$ cat config.mk
export PLATFORM = sky130hd
export DESIGN_NAME = mdlcf_sermul
export DESIGN_NICKNAME = d
export VERILOG_FILES = /design/src/mdlcf_pkg.sv /design/src/mdlcf_sermul.sv
export SDC_FILE = /design/constraint.sdc
export NUM_CORES = 1
export LEC_CHECK = 0
export BUFFER_PORTS_ARGS = -buffer_cell sky130_fd_sc_hd__buf_2
export CAP_MARGIN = 20
export CORE_UTILIZATION = 55
export DETAILED_ROUTE_END_ITERATION = 7
export PLACE_DENSITY = 0.76
export SYNTH_ARGS = -nofsm -noshare
export SYNTH_HDL_FRONTEND = slang
export SYNTH_SLANG_ARGS = --single-unit
$ cat constraint.sdc
create_clock -name clk -period 9.5 [get_ports clk]
set_input_delay 0.475 -clock clk [delete_from_list [all_inputs] [get_ports clk]]
set_output_delay 0.475 -clock clk [all_outputs]
set_load 0.02 [all_outputs]
$ cat src/mdlcf_pkg.sv
// Shared constants and a helper function of the modulated delay line.
package mdlcf_pkg;

	// Sample store geometry.
	localparam int STORE_DEPTH = 4096;
	localparam int EXTRA_TAPS = 3;
	localparam int ADDR_W = $clog2(STORE_DEPTH);
	localparam int LEN_CAP = STORE_DEPTH - EXTRA_TAPS;

	// Field widths.
	localparam int SAMPLE_W = 24;
	localparam int LEN_W = 12;
	localparam int MOD_W = 17;
	localparam int GAIN_W = 16;
	localparam int POS_W = 32;
	localparam int FRAC_W = 16;
	localparam int TGT_W = MOD_W + LEN_W;

	// Serial multiplier operand widths and step count.
	localparam int MCAND_W = 34;
	localparam int MPLIER_W = 18;
	localparam int PROD_W = MCAND_W + MPLIER_W;
	localparam int MUL_STEPS = MPLIER_W;

	// Serial divider step count.
	localparam int DIV_STEPS = 32;

	// Configuration register indexes.
	localparam logic REG_DELAY_LENGTH = 1'b0;
	localparam logic REG_MODE = 1'b1;

	// Item actions and delay modes.
	localparam logic ACT_PROCESS = 1'b0;
	localparam logic ACT_CLEAR = 1'b1;
	localparam logic MODE_ANALOG = 1'b0;
	localparam logic MODE_DIGITAL = 1'b1;

	// Saturate a wide signed value to the 24-bit sample range.
	function automatic logic signed [SAMPLE_W-1:0] sat24(input logic signed [35:0] v);
		logic signed [35:0] hi;
		logic signed [35:0] lo;
		hi = 36'sd8388607;
		lo = -36'sd8388608;
		if (v > hi) begin
			return 24'sh7FFFFF;
		end else if (v < lo) begin
			return 24'sh800000;
		end
		return v[SAMPLE_W-1:0];
	endfunction

endpackage

$ cat src/mdlcf_sermul.sv
// Shift-and-add serial multiplier, one multiplier bit per cycle, signed operands.
module mdlcf_sermul (
	input  logic                                 clk,
	input  logic                                 arst_n,
	input  logic                                 start,
	input  logic signed [mdlcf_pkg::MCAND_W-1:0]  a,
	input  logic signed [mdlcf_pkg::MPLIER_W-1:0] b,
	output logic                                 done,
	output logic signed [mdlcf_pkg::PROD_W-1:0]   prod
);
	import mdlcf_pkg::*;

	logic                       busy_q;
	logic                       done_q;
	logic [$clog2(MUL_STEPS)-1:0] cnt_q;
	logic signed [PROD_W-1:0]   mcand_q;
	logic [MPLIER_W-1:0]        mplier_q;
	logic signed [PROD_W-1:0]   acc_q;
	logic                       last_step;

	// The top multiplier bit carries negative weight.
	assign last_step = (cnt_q == ($clog2(MUL_STEPS))'(MUL_STEPS - 1));

	// Control: count the steps and flag the end.
	always_ff @(posedge clk or negedge arst_n) begin
		if (!arst_n) begin
			busy_q <= 1'b0;
			done_q <= 1'b0;
			cnt_q <= '0;
		end else begin
			done_q <= 1'b0;
			if (start) begin
				busy_q <= 1'b1;
				cnt_q <= '0;
			end else if (busy_q) begin
				cnt_q <= cnt_q + 1'b1;
				if (last_step) begin
					busy_q <= 1'b0;
					done_q <= 1'b1;
				end
			end
		end
	end

	// Datapath: one partial product is added or subtracted per cycle.
	always_ff @(posedge clk) begin
		if (start) begin
			mcand_q <= PROD_W'(a);
			mplier_q <= b;
			acc_q <= '0;
		end else if (busy_q) begin
			if (mplier_q[0]) begin
				acc_q <= last_step ? (acc_q - mcand_q) : (acc_q + mcand_q);
			end
			mcand_q <= mcand_q <<< 1;
			mplier_q <= mplier_q >> 1;
		end
	end

	assign done = done_q;
	assign prod = acc_q;

endmodule

==> flow_metrics.tcl <==
set metrics [dict create \
    status "completed" \
    post_cts_buffers 0 \
    reg2reg_slack_ps 3790 \
    synth_mux_area_frac 0.0620 \
    ios 108 \
    wl_um 21400 \
    rr_worst_depth 18 \
    drc 0 \
    clock_sink_count 129 \
    ys.flop_type "edfxtp_1" \
    hold_violations 0 \
    p_leak_nw 4.31 \
    p_comb_frac 0.392 \
    clk_path_buf_depth 2 \
    setup.worst_path.class "flip-flop to flip-flop" \
    cts_buffers 17 \
    worstPathRequired_ps 9820 \
    synth_simple_gate_area_frac 0.166 \
    place_inst 1257 \
    ir_drop_mv 0.199 \
    critPathMaxFanout 7 \
    path_clk_slew_ps 60 \
    p_int_mw 1.41 \
    holdPathStages 2 \
    synth_top_family_by_area "compound AO/OA/AOI/OAI gates" \
    min_path_type "input pin to flip-flop" \
    area_growth_pct 13.9 \
    drv_cap 0 \
    dr.pass1.iters 5 \
    setup_viol 0 \
    wire_per_inst_um 16.6 \
    clkPwrFrac 0.273 \
    yosys-top-cells-count "nand2_1, a21oi_1, edfxtp_1, o21ai_0, xnor2_1" \
    viasPerCell 5.85 \
    post_cts_resized 0 \
    netlist_area_mm2 0.00876 \
    routed-via-count 7546 \
    ys_top_cells_by_area "edfxtp_1, dfxtp_1, ha_1, mux2_2, nand2_1" \
    cts_tree "built" \
    min_period_over_period 0.601 \
    layout-drive-gt1-share 0.191 \
    routabilityCongestion 0.924 \
    drt_iter0_drc 542 \
    swShare 0.385 \
    fin_crit_ps 5710 \
    clk-insertion-delay-late_ps 430 \
    rsz0062_at_grt "false" \
    synthCells 981 \
    fin_skew_ps 7.06 \
    slowest_stage "a2111oi_0" \
    gr-usage-all-layers 0.269 \
    synth_fa_ha_area_frac 0.0794 \
    synth_compound_area_frac 0.182 \
    max_freq_mhz 175 \
    holdCritStartpoint "a[0]" \
    ys.warnings.count 0 \
    fillers 1324 \
    synthArstFlopShare 0.0543 \
    start_util 0.570 \
    p_switching_uw 882 \
    synth-xor-area-share 0.0949 \
    die_w_um 128 \
    hold_end "mcand_q[0]" \
    grt_pass1_vias 7091 \
    grt_max_degree 71 \
    slew_viol_final 0 \
    die_area_mm2 0.0164 \
    ys_seq_elements 129 \
    ctsRootBufferMaster "clkbuf_16" \
    power_density_mw_per_mm2 229 \
    overflow 0 \
    die_y_um 128 \
    seq_power_share 0.334 \
    num_rows 45 \
    yosys.area.top_type_share 0.240 \
    cts_max_level 4 \
    critPathArrivalTime_ps 6040 \
    r2r-start "mcand_q[0]" \
    syn_nets 1091 \
    ant_nets 0 \
    synth-edff-count 70 \
    tightestPinTransition_ps 961 \
    fin_cells 1290 \
    holdBufCountCts 1 \
    worst_r2r_endpoint "prod[39]" \
    yosysMostFrequentCell "nand2_1" \
    fp.coreArea_mm2 0.0154 \
    yosysUniqueCellTypes 68 \
    relSlewSlack 0.359 \
    yosysTopAreaCell "edfxtp_1" \
    cp-start-kind "flip-flop" \
    finalSetupTns_ps 0 \
    max_stage_delay_ps 770 \
    grt_first_pass_wirelength_um 34600 \
    crit_path_end_kind "flip-flop" \
    path_cells "inv_1 -> ha_1 -> nand2b_1 -> or3_1 -> nor3_1 -> nand4b_1 -> o31ai_1 -> xor2_1 -> ha_1 -> a21o_1 -> a21o_1 -> a21oi_1 -> nor2_1 -> a2111oi_0 -> nand2_1 -> a21boi_0 -> o21bai_1 -> o311ai_0" \
    dpl.hpwl_um 15100 \
    antenna_found_initial 0 \
    diodes 0 \
    synth_area_per_cell_um2 8.93 \
    port_buffers 107 \
    synth-seq-area-share 0.379 \
    fin_nets 1176 \
]
[worst max-delay path by stage]
| stage | from | to | slack, ps |
|---|---|---|---|
| 6_report | mcand_q[0] | prod[39] | 3790 |
| 2_1_floorplan | mcand_q[17] | prod[51] | 4530 |
| 3_5_place_dp | mcand_q[0] | prod[51] | 4040 |
| 4_1_cts | mcand_q[0] | prod[51] | 3880 |
| 3_3_place_gp | mcand_q[0] | prod[51] | 4200 |
| 5_1_grt | mcand_q[0] | prod[51] | 3440 |
[layout make-up]
class	count	area (um^2)	area share
clock buffers	18	429	0.0430
inverters	36	135	0.0135
clock inverters	14	133	0.0133
repair buffers	113	586	0.0587
multi-input cells	769	5120	0.513
flip-flops and latches	129	3320	0.332
well taps	211	264	0.0265
[worst max-delay path, delay by kind of cell, from the launching register on]
kind | cells | cell delay [ps]
AO/OA/AOI/OAI | 8 | 2670
AND/OR/NAND/NOR | 6 | 1740
adder cells (fa/ha/maj) | 2 | 500
flip-flops | 1 | 400
XOR/XNOR | 1 | 190
buffers and inverters | 1 | 90
[kinds of logic (layout without fill, tap and decap cells)]
family | Yosys count | count (layout)
AOI/OAI and AO/OA | 263 | 263
xor gates and xnor gates | 95 | 95
adders and majority gates | 55 | 55
buffers and inverters | 83 | 181
DFF | 129 | 129
muxes | 48 | 48
and+or+nand+nor | 308 | 308
[registers in the layout, summed over array words and instances, names as in the netlist]
register / flops
done: 1
mcand_q: 52
busy_q: 1
cnt_q: 5
mplier_q: 18
prod: 52
[cell usage in the layout, fill, tap and decap left out, types with 6 or more instances in the layout]
cell type,instances
nand2_1,136
buf_2,106
a21oi_1,98
edfxtp_1,70
o21ai_0,67
xnor2_1,55
ha_1,54
dfxtp_1,52
nor2_1,49
mux2_2,46
xor2_1,40
inv_1,36
nand3_1,35
nor3_1,19
a21o_1,19
clkbuf_16,17
nand4_1,16
o31ai_1,11
o21bai_1,9
a31oi_1,8
o21a_1,8
or3_1,7
a211oi_1,7
dfrtp_1,7
and2_1,6
nand2b_1,6
and3_1,6
buf_4,6
[power by group through the flow]
stage,registers [mW],logic (mW),clock network [mW]
after detailed placement,0.776,0.880,0
final,0.765,0.898,0.625
after CTS,0.765,0.889,0.634
after global placement,0.773,0.869,0
after floorplan,0.822,0.610,0
after global routing,0.777,0.990,0.661
[metal layers]
metal / wire (um) / up-vias / track usage
li1: - / 3729 / -
met1: 9540 / 3522 / 0.356
met2: 10200 / 256 / 0.441
met3: 1250 / 39 / 0.0484
met4: 468 / 0 / 0.0969
met5: 0 / - / 0
[per-stage QoR]
| stage | hold WS, ps | utilization | worst slack (ps) | power (mW) | instance area (um^2) |
|---|---|---|---|---|---|
| after CTS | 315 | 0.649 | 3880 | 2.29 | 9980 |
| after global placement | 312 | 0.612 | 4200 | 1.64 | 9410 |
| after global routing | 327 | 0.649 | 3440 | 2.43 | 9980 |
| after detailed placement | 314 | 0.612 | 4040 | 1.66 | 9410 |
| final | 331 | 0.649 | 3790 | 2.29 | 9980 |
| after floorplan | 179 | - | 4530 | 1.43 | 8760 |
Note: power is estimated with default switching activity, not from simulation.
