==> src/mdlcf_pkg.sv <==
// Shared constants and a helper function of the modulated delay line.
package mdlcf_pkg;

	// Sample store geometry.
	localparam int STORE_DEPTH = 4096;
	localparam int EXTRA_TAPS = 3;
	localparam int ADDR_W = $clog2(STORE_DEPTH);
	localparam int LEN_CAP = STORE_DEPTH - EXTRA_TAPS;

	// Field widths.
	localparam int SAMPLE_W = 24;
	localparam int LEN_W = 12;
	localparam int MOD_W = 17;
	localparam int GAIN_W = 16;
	localparam int POS_W = 32;
	localparam int FRAC_W = 16;
	localparam int TGT_W = MOD_W + LEN_W;

	// Serial multiplier operand widths and step count.
	localparam int MCAND_W = 34;
	localparam int MPLIER_W = 18;
	localparam int PROD_W = MCAND_W + MPLIER_W;
	localparam int MUL_STEPS = MPLIER_W;

	// Serial divider step count.
	localparam int DIV_STEPS = 32;

	// Configuration register indexes.
	localparam logic REG_DELAY_LENGTH = 1'b0;
	localparam logic REG_MODE = 1'b1;

	// Item actions and delay modes.
	localparam logic ACT_PROCESS = 1'b0;
	localparam logic ACT_CLEAR = 1'b1;
	localparam logic MODE_ANALOG = 1'b0;
	localparam logic MODE_DIGITAL = 1'b1;

	// Saturate a wide signed value to the 24-bit sample range.
	function automatic logic signed [SAMPLE_W-1:0] sat24(input logic signed [35:0] v);
		logic signed [35:0] hi;
		logic signed [35:0] lo;
		hi = 36'sd8388607;
		lo = -36'sd8388608;
		if (v > hi) begin
			return 24'sh7FFFFF;
		end else if (v < lo) begin
			return 24'sh800000;
		end
		return v[SAMPLE_W-1:0];
	endfunction

endpackage

==> src/mdlcf_serdiv.sv <==
// Restoring serial divider, one quotient bit per cycle, for the glide step.
module mdlcf_serdiv (
	input  logic                              clk,
	input  logic                              arst_n,
	input  logic                              start,
	input  logic [mdlcf_pkg::POS_W-1:0]       dividend,
	input  logic [mdlcf_pkg::TGT_W-1:0]       divisor,
	output logic                              done,
	output logic [mdlcf_pkg::POS_W-1:0]       quotient
);
	import mdlcf_pkg::*;

	logic                           busy_q;
	logic                           done_q;
	logic [$clog2(DIV_STEPS)-1:0]   cnt_q;
	logic [TGT_W:0]                 rem_q;
	logic [POS_W-1:0]               sh_q;
	logic [POS_W-1:0]               quo_q;
	logic [TGT_W-1:0]               dvs_q;
	logic [TGT_W+1:0]               trial;
	logic [TGT_W+1:0]               shifted;

	// Trial subtraction of the divisor from the shifted remainder.
	assign shifted = {rem_q, sh_q[POS_W-1]};
	assign trial = shifted - {2'b00, dvs_q};

	// Control: count the quotient bits.
	always_ff @(posedge clk or negedge arst_n) begin
		if (!arst_n) begin
			busy_q <= 1'b0;
			done_q <= 1'b0;
			cnt_q <= '0;
		end else begin
			done_q <= 1'b0;
			if (start) begin
				busy_q <= 1'b1;
				cnt_q <= '0;
			end else if (busy_q) begin
				cnt_q <= cnt_q + 1'b1;
				if (cnt_q == ($clog2(DIV_STEPS))'(DIV_STEPS - 1)) begin
					busy_q <= 1'b0;
					done_q <= 1'b1;
				end
			end
		end
	end

	// Datapath. The dividend is the position shifted up by 16 bits; its upper
	// half is below the divisor, so it seeds the remainder directly.
	always_ff @(posedge clk) begin
		if (start) begin
			rem_q <= (TGT_W+1)'(dividend[POS_W-1:FRAC_W]);
			sh_q <= {dividend[FRAC_W-1:0], {(POS_W-FRAC_W){1'b0}}};
			quo_q <= '0;
			dvs_q <= divisor;
		end else if (busy_q) begin
			sh_q <= sh_q << 1;
			if (!trial[TGT_W+1]) begin
				rem_q <= trial[TGT_W:0];
				quo_q <= {quo_q[POS_W-2:0], 1'b1};
			end else begin
				rem_q <= shifted[TGT_W:0];
				quo_q <= {quo_q[POS_W-2:0], 1'b0};
			end
		end
	end

	assign done = done_q;
	assign quotient = quo_q;

endmodule

==> config.mk <==
export PLATFORM = sky130hd
export DESIGN_NAME = mdlcf_serdiv
export DESIGN_NICKNAME = d
export VERILOG_FILES = /design/src/mdlcf_pkg.sv /design/src/mdlcf_serdiv.sv
export SDC_FILE = /design/constraint.sdc
export NUM_CORES = 1
export LEC_CHECK = 0
export ABC_CLOCK_PERIOD_IN_PS = 4900
export BUFFER_PORTS_ARGS = -buffer_cell sky130_fd_sc_hd__buf_2
export CAP_MARGIN = 20
export CORE_MARGIN = 1.5
export CORE_UTILIZATION = 50
export CTS_BUF_LIST = sky130_fd_sc_hd__clkbuf_4
export DETAILED_ROUTE_END_ITERATION = 8
export GPL_ROUTABILITY_DRIVEN = 0
export PLACE_DENSITY = 0.72
export SYNTH_ARGS = -nofsm -noshare
export SYNTH_HDL_FRONTEND = slang
export SYNTH_SLANG_ARGS = --single-unit
==> constraint.sdc <==
create_clock -name clk -period 4.9 [get_ports clk]
set_input_delay 0.98 -clock clk [delete_from_list [all_inputs] [get_ports clk]]
set_output_delay 0.98 -clock clk [all_outputs]
set_load 0.01 [all_outputs]
==> impl_results.md <==
* Post-DP HPWL at ~8400 um
* Setup TNS at 0 ns
* Routed length per instance at between 10 and 15 um
* Worst slew margin at 38.2%
* PwrDens at 453 nW/um^2
* Worst Path Arrival at between 4 and 5 ns
* Maximum vdd drop at ~220 uV
* Number of cells on the worst reg-to-reg path at 12
* CP max stage cell: fa_1
* Mapped Cells at 580
* Post-synth EDFFs at between 60 and 70
* ANT cells at 0
* CTS root buf: clkbuf_4
* Seq/Total Area, Yosys at 48.2%
* Maximum root-to-sink buffer count at 2
* Post-CTS Setup Bufs at 0
* CTS Buf Count at 17
* Grt ovf at 0
* R2R Path End: rem_q[1]$_DFFE_PP_
* Final net count at around 760
* Clk_lat worst skew at 0.53 ns
* Worst Hold Class: in -> async
* TritonCTS sink count at 114
* Top post-synthesis cells by area: edfxtp_1 (30%), dfxtp_1 (15%), mux2i_1 (9.9%)
* Die H at 113 um
* RSZ-0062 raised after global routing: false
* Resize count post-CTS at 0
* Final min period at approximately 3.7 ns
* Overall power at 0.00314 W
* Hold Buf Count CTS at 0
* Clk_skew at 0.0153 ns
* Clock slew at reported path FFs at approximately 0.11 ns
* H-tree levels at 4
* Worst Path Max Fanout at 24
* Worst setup SP type: flip-flop
* Synthesized area at between 6000 and 7000 sq um
* Initial DRC Count at about 190
* Flop2flop setup slack at around 1.2 ns
* FMAX at 0.267 GHz
* Final period utilization at around 76%
* Setup crit end: rem_q[1]$_DFFE_PP_
* Cell taking the most area after synthesis: edfxtp_1
* Nature of the critical path endpoint: flip-flop
* Final hold violation count at 0
* CP Class: reg -> reg
* Synth Warn # at 0
* Post-synth cell types at 59
* DRT antenna net count at 0
* All-Layer GR Usage at 20.5%
* CTS tree: done
* Final setup viols at 0
* PortBufs at 96
* Total wire length at ~12000 um
* First-pass GRT wire length at around 21000 um
* Initial antenna violation count at 0
* Leakage power at between 3 and 4 nW
* Die Wd at 113 um
* Initial Utilization at just over 50%
* Asr flop ratio synth at between 6 and 7%
* Top-area cell type share of the netlist area at around 30%
* Design Area, Final at ~6900 sq um
* # DRC at 0
* Net Count, Synth at a little under 700
* I/O pin cnt at 97
* DR pass1 iterations at 5
* Synthesis-stage register bit count at roughly 110
* Via density at 5.41
* Core ar. at between 10000 and 15000 sq um
* Largest net degree at the start of global routing at 69
* Layout cells sized above 1 at 23.3%
* Critical path launch point: dvs_q[0]$_DFFE_PP_
* Worst-Margin Slew at 0.927 ns
* Synth Flop Type: edfxtp_1
* Reg-to-Reg Start: dvs_q[0]$_DFFE_PP_
* Maxcap violations at 0
* Die footprint at ~13000 sq um
* Core Rows at 40
* Via count at around 4500
* Syn avg cell area at 10.5 sq um
* # fillers at around 1100
* Number of global-route vias before repair at 4620
* Syn-to-layout area delta at 14.0%
* Outcome: finished, final reports clean
* Critical Path Max Stage Delay at about 0.4 ns
* CP Data Required Time at slightly above 5 ns
* Area of placed instances at 6660 sq um
* CP Cell Sequence: ha_1 -> fa_1 -> nand2b_1 -> a21oi_2 -> o21ai_2 -> o311ai_2 -> a41oi_2 -> o22ai_2 -> xnor2_4 -> buf_4 -> mux2i_1 -> mux2_2
* Slew Viols, Final at 0
==> cell type report <==
cell class                 instances  area [sq um]  area share [%]
multi-input combinational        397          2890            41.7
tap                              147           184            2.65
timing repair buffer             100           513            7.40
inverter                          38           143            2.06
clock buffer                      19           143            2.06
clock inverter                    13           131            1.90
sequential                       114          2930            42.3
==> report_power, final <==
| group | leakage, nW | internal, W | total, W | switching, W |
|---|---|---|---|---|
| sequential | 1.09 | 0.00114 | 0.00122 | 0.0000793 |
| clock | 0.160 | 0.000314 | 0.000691 | 0.000377 |
| combinational | 2.19 | 0.000549 | 0.00123 | 0.000677 |
| total | 3.44 | 0.00201 | 0.00314 | 0.00113 |
==> Yosys cell counts (all sizes together) (4+ instances only) <==
cell and n:
edfxtp 61, nand2b 10, clkbuf 21, xnor2 17
dfrtp 7, nor2 62, inv 38, a21oi 34
nand2 36, mux2i 60, o21ai 27, buf 10
a21o 10, mux2 19, a311oi 4, a211oi 10
xor2 11, ha 31, dfxtp 46, nor3 5
nand3 10
==> registers in the layout (all words and copies together) (netlist names) <==
signal    count
sh_q         16
rem_q        30
quotient     32
busy_q        1
done          1
dvs_q        29
cnt_q         5
==> placed cells by master (no fill, tap or decap), types with 4 or more instances in the layout <==
| master | count |
|---|---|
| ha_1 | 31 |
| buf_2 | 95 |
| nor2_1 | 62 |
| a21o_1 | 10 |
| a311oi_1 | 4 |
| nand2_1 | 36 |
| a211oi_1 | 10 |
| clkbuf_4 | 19 |
| nor3_1 | 5 |
| nand2b_1 | 10 |
| buf_4 | 5 |
| xor2_1 | 11 |
| dfxtp_1 | 46 |
| edfxtp_1 | 61 |
| inv_1 | 37 |
| mux2_2 | 18 |
| a21oi_1 | 33 |
| mux2i_1 | 60 |
| inv_4 | 5 |
| o21ai_1 | 19 |
| nand3_1 | 10 |
| o21ai_0 | 6 |
| xnor2_1 | 16 |
| dfrtp_1 | 6 |
==> worst max-delay path: cells and delay by family, from the launching register on <==
kind | cells | cell delay (ns)
flip-flops | 1 | 0.39
AND/OR/NAND/NOR | 1 | 0.19
XOR/XNOR | 1 | 0.39
AO/OA/AOI/OAI | 5 | 1.15
buffers and inverters | 1 | 0.39
adder cells (fa/ha/maj) | 2 | 0.61
multiplexers | 2 | 0.37
==> routing by layer <==
layer | up-vias | GRT usage (%) | part of all wire, %
li1 | 2254 | - | -
met1 | 2075 | 24.8 | 43
met2 | 133 | 33.2 | 47
met3 | 14 | 8.84 | 8.0
met4 | 0 | 6.58 | 1.2
met5 | - | 0 | 0
==> per-stage QoR <==
| stage | worst slack [ns] | hold slack (ns) | util, % | cells |
|---|---|---|---|---|
| after floorplan | 1.85 | 0.476 | - | 580 |
| after global placement | 1.30 | 0.471 | 55.9 | 796 |
| after detailed placement | 1.17 | 0.481 | 55.9 | 796 |
| after CTS | 1.14 | 0.215 | 58.2 | 828 |
| after global routing | 0.894 | 0.198 | 58.2 | 828 |
| final | 1.16 | 0.253 | 58.2 | 828 |
==> cell families after synthesis <==
kind of cell	after synthesis	share of synthesized area [%]
compound gates	116	12.7
flops	114	48.2
fa+ha+maj	32	6.71
mux	79	13.4
buf+inv	69	4.49
xor+xnor	28	4.16
simple gates	142	10.4
==> worst min-delay path by stage <==
| stage | startpoint | to | slack, ns | cells past startpoint |
|---|---|---|---|---|
| floorplan | rem_q[27]$_SDFFE_PP0P_ | rem_q[28]$_SDFFE_PP0P_ | 0.48 | 2 |
| global placement | quotient[31]$_SDFFE_PP0P_ | quotient[31]$_SDFFE_PP0P_ | 0.47 | 2 |
| detailed placement | quotient[31]$_SDFFE_PP0P_ | quotient[31]$_SDFFE_PP0P_ | 0.48 | 2 |
| CTS | arst_n | done$_DFF_PN0_ | 0.21 | 1 |
| global route | arst_n | done$_DFF_PN0_ | 0.20 | 1 |
| finish | arst_n | done$_DFF_PN0_ | 0.25 | 1 |
(Power assumes the default switching activity.)
